`src/hw/rtl/slt_pkg.sv`:
```
`default_nettype none

package slt_pkg;

  // Request codes
  typedef enum logic [2:0] {
    OP_INSERT = 3'd0,
    OP_FIND   = 3'd1,
    OP_GET    = 3'd2,
    OP_UPDATE = 3'd3,
    OP_DELETE = 3'd4,
    OP_CLEAR  = 3'd5
  } slt_op_t;

  // Result status codes
  typedef enum logic [1:0] {
    ST_OK        = 2'd0,
    ST_FULL      = 2'd1,
    ST_NOT_FOUND = 2'd2,
    ST_BAD_POS   = 2'd3
  } slt_status_t;

  // Input beat
  typedef struct packed {
    slt_op_t            req_type;
    logic signed [31:0] key;
    logic        [3:0]  position;
  } slt_req_t;

  // Result beat
  typedef struct packed {
    slt_status_t        status;
    logic        [3:0]  found_position;
    logic signed [31:0] read_value;
    logic        [4:0]  entry_count;
  } slt_rsp_t;

  // Broadcast from the controller to every cell
  typedef struct packed {
    logic cmp_en;   // latch compare flags against the incoming key
    logic do_ins;   // insert: shift up and drop the key into the gap
    logic do_upd;   // overwrite the selected entry
    logic do_del;   // shift down over the selected entry
  } slt_cell_ctrl_t;

  // Per-cell status, partly chained to the neighbors
  typedef struct packed {
    logic suf;      // some valid entry at or above this cell is <= key
    logic scan;     // find scan has stopped at or below this cell
    logic hit;      // find scan stops here and the entry equals the key
    logic lt_last;  // this is the last valid entry and it is below the key
    logic above;    // entry is greater than the key
  } slt_cell_stat_t;

endpackage

`default_nettype wire

```
`src/hw/rtl/slt_cell.sv`:
```
`default_nettype none

module slt_cell #(
  parameter int IDX       = 0,
  parameter int KEY_WIDTH = 32,
  parameter int CNT_W     = 5,
  parameter int IDX_W     = 4
) (
  input  wire                            clk,
  input  slt_pkg::slt_cell_ctrl_t        ctrl,
  input  wire  [CNT_W-1:0]               count,
  input  wire  [3:0]                     position,
  input  wire  [KEY_WIDTH-1:0]           cmp_key,
  input  wire  [KEY_WIDTH-1:0]           wr_key,
  input  wire  [KEY_WIDTH-1:0]           left_val,
  input  wire  [KEY_WIDTH-1:0]           right_val,
  input  wire                            left_suf,
  input  wire                            right_suf,
  input  wire                            left_scan,
  output logic [KEY_WIDTH-1:0]           val,
  output slt_pkg::slt_cell_stat_t        stat,
  output logic [IDX_W-1:0]               fpos,
  output logic [KEY_WIDTH-1:0]           rdv
);

  logic [KEY_WIDTH-1:0] val_r, val_nxt;
  logic                 lt_r, eq_r;
  logic                 valid, last, stop, sel, stop_cond;

  // Position of this cell relative to the list
  assign valid     = (IDX < int'(count));
  assign last      = (IDX == int'(count) - 1);
  assign sel       = (IDX == int'(position));
  assign stop_cond = valid & (~lt_r | last);
  assign stop      = ~left_scan & stop_cond;

  // Status toward the neighbors and the controller
  always_comb begin
    stat.suf     = right_suf | (valid & (lt_r | eq_r));
    stat.scan    = left_scan | stop_cond;
    stat.hit     = stop & eq_r;
    stat.lt_last = last & lt_r;
    stat.above   = ~lt_r & ~eq_r;
  end

  assign fpos = stop ? IDX_W'(IDX) : '0;
  assign rdv  = sel ? val_r : '0;
  assign val  = val_r;

  // Entry update: shift from a neighbor, take the key, or hold
  always_comb begin
    val_nxt = val_r;
    if (ctrl.do_ins && (IDX <= int'(count))) begin
      if (!left_suf) begin
        val_nxt = left_val;
      end else if (!stat.suf) begin
        val_nxt = wr_key;
      end
    end
    if (ctrl.do_upd && sel) begin
      val_nxt = wr_key;
    end
    if (ctrl.do_del && (IDX >= int'(position)) && (IDX + 1 < int'(count))) begin
      val_nxt = right_val;
    end
  end

  // Entry and compare flags (payload, no reset)
  always_ff @(posedge clk) begin
    val_r <= val_nxt;
    if (ctrl.cmp_en) begin
      lt_r <= ($signed(val_r) < $signed(cmp_key));
      eq_r <= (val_r == cmp_key);
    end
  end

endmodule

`default_nettype wire

```
`src/hw/rtl/sorted_list_table_top.sv`:
```
`default_nettype none
// Channel  Ports                       Beat
// in       in_valid/in_ready/in_data   slt_req_t: req_type, key, position
// out      out_valid/out_ready/out_data slt_rsp_t: status, found_position,
//                                       read_value, entry_count
//
// Each request has an accept cycle and a commit cycle: the accept cycle
// latches compare flags in every cell of the chain, the commit cycle
// resolves the neighbor chains and commits the entries, count and the
// result register. A new request is taken once the previous one has moved
// into the result register, so no request overlaps the previous one.
// Reset (rst_n low, synchronous) empties the list, drops any pending request
// and clears out_valid.
// A stalled result holds back the commit until out_ready frees the register.

module sorted_list_table_top #(
  parameter int CAPACITY  = 16,
  parameter int KEY_WIDTH = 32
) (
  input  wire                clk,
  input  wire                rst_n,
  input  wire                in_valid,
  output logic               in_ready,
  input  slt_pkg::slt_req_t  in_data,
  output logic               out_valid,
  input  wire                out_ready,
  output slt_pkg::slt_rsp_t  out_data
);

  localparam int CNT_W = $clog2(CAPACITY + 1);
  localparam int IDX_W = $clog2(CAPACITY);
  localparam int PW    = (CNT_W > 4) ? CNT_W : 4;

  logic                      busy_r, busy_nxt;
  logic                      out_valid_r, out_valid_nxt;
  slt_pkg::slt_req_t         req_r;
  slt_pkg::slt_rsp_t         out_data_r, out_data_nxt;
  logic [CNT_W-1:0]          count_r, count_nxt;
  logic                      accept, exec, full, pos_ok;
  logic signed [63:0]        in_key64, req_key64;
  logic [KEY_WIDTH-1:0]      cmp_key, wr_key;
  slt_pkg::slt_cell_ctrl_t   ctrl;

  logic [KEY_WIDTH-1:0]      val_w  [CAPACITY];
  slt_pkg::slt_cell_stat_t   stat_w [CAPACITY];
  logic [IDX_W-1:0]          fpos_w [CAPACITY];
  logic [KEY_WIDTH-1:0]      rdv_w  [CAPACITY];

  logic                      hit, lt_last;
  logic [IDX_W-1:0]          fpos;
  logic [KEY_WIDTH-1:0]      rdv;
  logic [63:0]               rdv64;

  // Handshake
  assign in_ready  = ~busy_r;
  assign accept    = in_valid & in_ready;
  assign exec      = busy_r & (~out_valid_r | out_ready);
  assign out_valid = out_valid_r;
  assign out_data  = out_data_r;

  // Keys resized to the stored width
  assign in_key64  = 64'(in_data.key);
  assign req_key64 = 64'(req_r.key);
  assign cmp_key   = in_key64[KEY_WIDTH-1:0];
  assign wr_key    = req_key64[KEY_WIDTH-1:0];

  assign full   = (count_r == CNT_W'(CAPACITY));
  assign pos_ok = (PW'(req_r.position) < PW'(count_r));

  // Cell controls
  always_comb begin
    ctrl.cmp_en = accept;
    ctrl.do_ins = exec & (req_r.req_type == slt_pkg::OP_INSERT) & ~full;
    ctrl.do_upd = exec & (req_r.req_type == slt_pkg::OP_UPDATE) & pos_ok;
    ctrl.do_del = exec & (req_r.req_type == slt_pkg::OP_DELETE) & pos_ok;
  end

  // Chain of entry cells
  for (genvar i = 0; i < CAPACITY; i++) begin : g_cell
    logic [KEY_WIDTH-1:0] lv, rv;
    logic                 lsuf, rsuf, lscan;

    if (i == 0) begin : g_first
      assign lv    = '0;
      assign lsuf  = 1'b1;
      assign lscan = 1'b0;
    end else begin : g_mid
      assign lv    = val_w[i-1];
      assign lsuf  = stat_w[i-1].suf;
      assign lscan = stat_w[i-1].scan;
    end

    if (i == CAPACITY - 1) begin : g_last
      assign rv   = '0;
      assign rsuf = 1'b0;
    end else begin : g_inner
      assign rv   = val_w[i+1];
      assign rsuf = stat_w[i+1].suf;
    end

    slt_cell #(
      .IDX       (i),
      .KEY_WIDTH (KEY_WIDTH),
      .CNT_W     (CNT_W),
      .IDX_W     (IDX_W)
    ) u_cell (
      .clk       (clk),
      .ctrl      (ctrl),
      .count     (count_r),
      .position  (req_r.position),
      .cmp_key   (cmp_key),
      .wr_key    (wr_key),
      .left_val  (lv),
      .right_val (rv),
      .left_suf  (lsuf),
      .right_suf (rsuf),
      .left_scan (lscan),
      .val       (val_w[i]),
      .stat      (stat_w[i]),
      .fpos      (fpos_w[i]),
      .rdv       (rdv_w[i])
    );
  end

  // Gather cell outputs
  always_comb begin
    hit     = 1'b0;
    lt_last = 1'b0;
    fpos    = '0;
    rdv     = '0;
    for (int j = 0; j < CAPACITY; j++) begin
      hit     = hit | stat_w[j].hit;
      lt_last = lt_last | stat_w[j].lt_last;
      fpos    = fpos | fpos_w[j];
      rdv     = rdv | rdv_w[j];
    end
  end

  assign rdv64 = 64'(rdv);

  // Result and next count
  always_comb begin
    count_nxt                   = count_r;
    out_data_nxt.status         = slt_pkg::ST_OK;
    out_data_nxt.found_position = '0;
    out_data_nxt.read_value     = '0;
    case (req_r.req_type)
      slt_pkg::OP_INSERT: begin
        if (full) begin
          out_data_nxt.status = slt_pkg::ST_FULL;
        end else begin
          count_nxt = count_r + CNT_W'(1);
        end
      end
      slt_pkg::OP_FIND: begin
        if ((count_r == '0) || stat_w[0].above || lt_last || !hit) begin
          out_data_nxt.status = slt_pkg::ST_NOT_FOUND;
        end else begin
          out_data_nxt.found_position = 4'(fpos);
        end
      end
      slt_pkg::OP_GET: begin
        if (!pos_ok) begin
          out_data_nxt.status = slt_pkg::ST_BAD_POS;
        end else begin
          out_data_nxt.read_value = rdv64[31:0];
        end
      end
      slt_pkg::OP_UPDATE: begin
        if (!pos_ok) begin
          out_data_nxt.status = slt_pkg::ST_BAD_POS;
        end
      end
      slt_pkg::OP_DELETE: begin
        if (!pos_ok) begin
          out_data_nxt.status = slt_pkg::ST_BAD_POS;
        end else begin
          count_nxt = count_r - CNT_W'(1);
        end
      end
      slt_pkg::OP_CLEAR: begin
        count_nxt = '0;
      end
      default: begin
      end
    endcase
    out_data_nxt.entry_count = 5'(count_nxt);
  end

  // Control next state
  always_comb begin
    busy_nxt      = busy_r;
    out_valid_nxt = out_valid_r;
    if (out_ready) begin
      out_valid_nxt = 1'b0;
    end
    if (exec) begin
      busy_nxt      = 1'b0;
      out_valid_nxt = 1'b1;
    end
    if (accept) begin
      busy_nxt = 1'b1;
    end
  end

  // Control registers
  always_ff @(posedge clk) begin
    if (!rst_n) begin
      busy_r      <= 1'b0;
      out_valid_r <= 1'b0;
      count_r     <= '0;
    end else begin
      busy_r      <= busy_nxt;
      out_valid_r <= out_valid_nxt;
      if (exec) begin
        count_r <= count_nxt;
      end
    end
  end

  // Payload registers
  always_ff @(posedge clk) begin
    if (accept) begin
      req_r <= in_data;
    end
    if (exec) begin
      out_data_r <= out_data_nxt;
    end
  end

  // Checks
  a_count_bound: assert property (@(posedge clk) disable iff (!rst_n)
    count_r <= CNT_W'(CAPACITY))
    else $error("entry count above capacity");

  a_exec_fills_out: assert property (@(posedge clk) disable iff (!rst_n)
    exec |=> out_valid_r)
    else $error("executed request left no result");

  a_accept_busy: assert property (@(posedge clk) disable iff (!rst_n)
    accept |=> (busy_r && !in_ready))
    else $error("accepted request not held");

  a_insert_count: assert property (@(posedge clk) disable iff (!rst_n)
    ctrl.do_ins |=> (count_r == $past(count_r) + CNT_W'(1)))
    else $error("insert did not grow the list");

  a_find_in_range: assert property (@(posedge clk) disable iff (!rst_n)
    (exec && (req_r.req_type == slt_pkg::OP_FIND) &&
     (out_data_nxt.status == slt_pkg::ST_OK)) |-> (PW'(fpos) < PW'(count_r)))
    else $error("find position outside the list");

endmodule

`default_nettype wire

```
`config.mk`:
```
export PLATFORM = sky130hd
export DESIGN_NAME = sorted_list_table_top
export DESIGN_NICKNAME = d
export VERILOG_FILES = /design/src/hw/rtl/slt_pkg.sv /design/src/hw/rtl/slt_cell.sv /design/src/hw/rtl/sorted_list_table_top.sv
export SDC_FILE = /design/constraint.sdc
export NUM_CORES = 2
export LEC_CHECK = 0
export BUFFER_PORTS_ARGS = -buffer_cell sky130_fd_sc_hd__buf_2
export CORE_MARGIN = 2
export CORE_UTILIZATION = 40
export DETAILED_ROUTE_END_ITERATION = 10
export PLACE_DENSITY_LB_ADDON = 0.3
export SLEW_MARGIN = 20
export SYNTH_ARGS = -nofsm -noshare
export SYNTH_HDL_FRONTEND = slang
export SYNTH_SLANG_ARGS = --single-unit
export TNS_END_PERCENT = 30
```
`constraint.sdc`:
```
create_clock -name clk -period 7.65 [get_ports clk]
set_input_delay 0.3825 -clock clk [delete_from_list [all_inputs] [get_ports clk]]
set_output_delay 0.3825 -clock clk [all_outputs]
set_load 0.005 [all_outputs]
```
==> impl_results.rst <==
.. list-table::
   :header-rows: 1

   * - Metric
     - Value
   * - Buffer count from post-CTS setup fixing
     - 0
   * - Maximum buffer depth of the clock tree
     - 3
   * - Critical path's largest stage delay
     - 910 ps
   * - Final clock skew
     - 46.3 ps
   * - Seq/Total Area, Yosys
     - 41.0%
   * - CP cell instances
     - inv_1 -> ha_1 -> a21o_1 -> a21oi_1 -> nor2_1 -> or3_1 -> buf_4 -> o21ai_4 -> buf_4 -> mux2i_1 -> a21oi_1
   * - DRC
     - 0
   * - Clock tree from TritonCTS
     - yes
   * - Count of buffering cells on the critical path with inverters included
     - 3
   * - CTS H-tree lvls
     - 3
   * - Prevailing post-synth register cell
     - sky130_fd_sc_hd__edfxtp_1
   * - Worst-case headroom to the max-slew limit
     - 13.8%
   * - Cell Area, Synth
     - 0.0454 sq mm
   * - Height of the chip
     - 341 microns
   * - Average size of a mapped cell
     - 10.1 sq um
   * - Post-route standard cell area excluding fillers
     - 0.0510 sq mm
   * - Standard cell with the maximum stage delay on the critical path
     - sky130_fd_sc_hd__o21ai_4
   * - Startpoint type of the worst setup path
     - register
   * - Routability-driven placement congestion ratio
     - 1.03
   * - Final hold violation count
     - 0
   * - Aggregate global-route resource usage
     - 33.9%
   * - DR vias
     - 41179
   * - Transition time at the pin with the least slew margin
     - 1280 ps
   * - Result of the run
     - complete, no violations
   * - Aggregate routed wire length
     - 202 mm
   * - Total congestion overflow after global routing
     - 0
   * - I/O Pins
     - 88
   * - Number of maximum-capacitance constraint violations
     - 0
   * - Cell depth of the worst hold path
     - 3
   * - Worst R2R Path Depth
     - 11
   * - # port buffers
     - 87
   * - Share of cells above drive strength 1
     - 9.26%
   * - Peak clock frequency supported by timing
     - 192 MHz
   * - Number of enable-type register cells in the synthesized netlist
     - 594
   * - Unique cell type count in the Yosys netlist
     - 78
   * - Total Neg Setup Slack
     - 0 ps
   * - Worst Hold Class
     - in2reg
   * - Commonest non-fill, non-tap cell in the layout
     - sky130_fd_sc_hd__edfxtp_1
   * - Total area of sequential cells
     - 0.0186 sq mm
   * - First-pass iteration count of the detailed router
     - 9
   * - Antenna-violating nets left
     - 0
   * - Number of nets in the synthesized netlist
     - 5078
   * - Number of storage elements in the synthesis netlist
     - 633
   * - Fill cell count
     - 10614
   * - Final-report setup violation count
     - 0
   * - Unrepaired setup endpoints after global routing
     - false
   * - Data arrival time of the worst path
     - 5580 ps
   * - Critical Path Sink Type
     - register
   * - Core region area
     - 0.112 sq mm
   * - Via density per instance
     - 6.74
   * - Die Footprint
     - 0.116 sq mm
   * - Sink Count
     - 633
   * - Lkg Pwr
     - 20.6 nW
   * - Crit-path max FO
     - 26
   * - Count of pins over their slew limit
     - 0
   * - Minimum setup slack in the final design
     - 2440 ps
   * - Required time at the worst-slack endpoint
     - 8020 ps
   * - Fraction of registers with async set/reset
     - 0%
   * - Insertion delay to the later sink of the worst-skew pair
     - 680 ps
   * - Period utilization
     - 68.1%
   * - Final net count
     - 5114
   * - Power per Cell Area
     - 202 mW/mm^2
   * - Placed cell area
     - 0.0479 sq mm
   * - Fin crit period
     - 5210 ps
   * - Starting utilization of the core area
     - 40.4%
   * - Routed wire per std cell
     - 33.1 microns
   * - Crit Path Category
     - reg2reg
   * - Crit. path cell count
     - 11
   * - Root buffer cell
     - sky130_fd_sc_hd__clkbuf_16
   * - Most frequent cells in the layout
     - sky130_fd_sc_hd__edfxtp_1 (594), sky130_fd_sc_hd__a21oi_1 (560), sky130_fd_sc_hd__nor2_1 (555)
   * - Initial detailed-routing violation count
     - 6270
   * - Number of instances in the synthesized netlist
     - 4513
   * - Row count
     - 123
   * - Vias in the first global route
     - 38365
   * - Maximum number of pins on one net before global-route repair
     - 66
   * - Count of placed standard cells including taps
     - 5927
   * - Horiz. Die Dim
     - 341 microns
   * - Placed wire-length estimate
     - 138 mm
   * - Place WS
     - 2630 ps
   * - Total area of multi-input combinational cells
     - 0.0259 sq mm
   * - CTS clk-pin slew, worst paths
     - 60 ps
   * - Filler-free cell count of the finished design
     - 6113
   * - Peak supply drop
     - 0.147 mV
   * - Number of buffers created by CTS
     - 79
   * - Antenna violations before repair
     - 5
   * - Wire length of the first global-routing pass
     - 285 mm
   * - Area added between synthesis and finish
     - 12.3%
   * - Cell type group with the largest total delay on the critical path
     - compound AO/OA/AOI/OAI gates
   * - Synthesis warning total
     - 0
[final cells by class]
| cell class | instances | area share, % |
|---|---|---|
| clock inverter | 43 | 0.955 |
| sequential | 633 | 36.5 |
| tap | 1500 | 3.68 |
| clock buffer | 101 | 4.30 |
| multi-input combinational | 3533 | 50.9 |
| inverter | 72 | 0.530 |
| timing repair buffer | 230 | 3.15 |
| antenna | 1 | 0.00491 |
[timing repair]
action / 4_1_cts / 5_1_grt
gates resized for setup: 0 / 0
hold endpoints to repair: 40 / 0
hold buffers: 40 / 0
[where the power goes]
| part | internal [mW] | leakage (nW) | switching [mW] | total (mW) |
|---|---|---|---|---|
| clock | 2.36 | 1.31 | 1.65 | 4.01 |
| sequential | 3.96 | 5.73 | 0.165 | 4.13 |
| combinational | 0.859 | 13.6 | 1.32 | 2.18 |
[metrics by stage]
step / utilization, % / hold WS [ps] / power (mW)
final: 45.3 / 33.3 / 10.3
after CTS: 45.3 / 21.6 / 10.2
after floorplan: - / 481 / 5.55
after global routing: 45.3 / 77.2 / 10.6
after global placement: 42.6 / 491 / 6.22
after detailed placement: 42.6 / 545 / 6.27
[state kept, by name, indices dropped and copies added (netlist names)]
name / count
wr_key: 32
count_r: 5
req_r: 7
g_cell.u_cell.val: 512
out_valid: 1
g_cell.u_cell.lt_r: 16
busy_r: 1
out_data: 43
g_cell.u_cell.eq_r: 16
[Yosys cell counts (all sizes together) (92+ instances only)]
library cell	instances	share of area [%]
mux2i	461	10
nand2	194	1.6
nor2	573	4.7
o21ai	177	2.0
nand4	118	1.6
edfxtp	594	39
a21o	128	2.1
ha	522	14
a21oi	561	6.2
clkbuf	217	1.8
nand3	92	1.0
a22oi	135	2.2
[routing by layer]
layer / track usage [%] / part of all wire, % / vias to the layer above
met2: 49.4 / 41 / 3274
li1: - / - / 17484
met3: 9.07 / 14 / 681
met1: 45.0 / 38 / 19736
met4: 20.1 / 7.0 / 4
met5: 0.286 / 0.030 / -
[worst reg2reg max path, delay by kind of cell (launching register included)]
family	cells	cell delay [ps]
AO/OA/AOI/OAI	4	1500
buffers and inverters	3	1290
flip-flops	1	840
AND/OR/NAND/NOR	2	570
adder cells (fa/ha/maj)	1	400
multiplexers	1	290
[final timing paths]
path | startpoint | endpoint | slack [ps]
max | count_r[2]$_SDFFE_PN0P_ | g_cell[12].u_cell.val[21]$_DFFE_PP_ | 2440
min | out_ready | out_valid$_SDFFE_PN0P_ | 30
max reg2reg | count_r[2]$_SDFFE_PN0P_ | g_cell[12].u_cell.val[21]$_DFFE_PP_ | 2440
min reg2reg | out_valid$_SDFFE_PN0P_ | out_valid$_SDFFE_PN0P_ | 530
[cell families after synthesis]
group	count (synthesis)	synth area share, %
XOR/XNOR	2	0.0386
adder cells (fa/ha/maj)	522	14.4
flip-flops	633	41.0
AO/OA/AOI/OAI	1333	18.7
multiplexers	496	11.0
buffers and inverters	347	3.03
AND/OR/NAND/NOR	1180	11.8
Note: power is estimated with default switching activity, not from simulation.
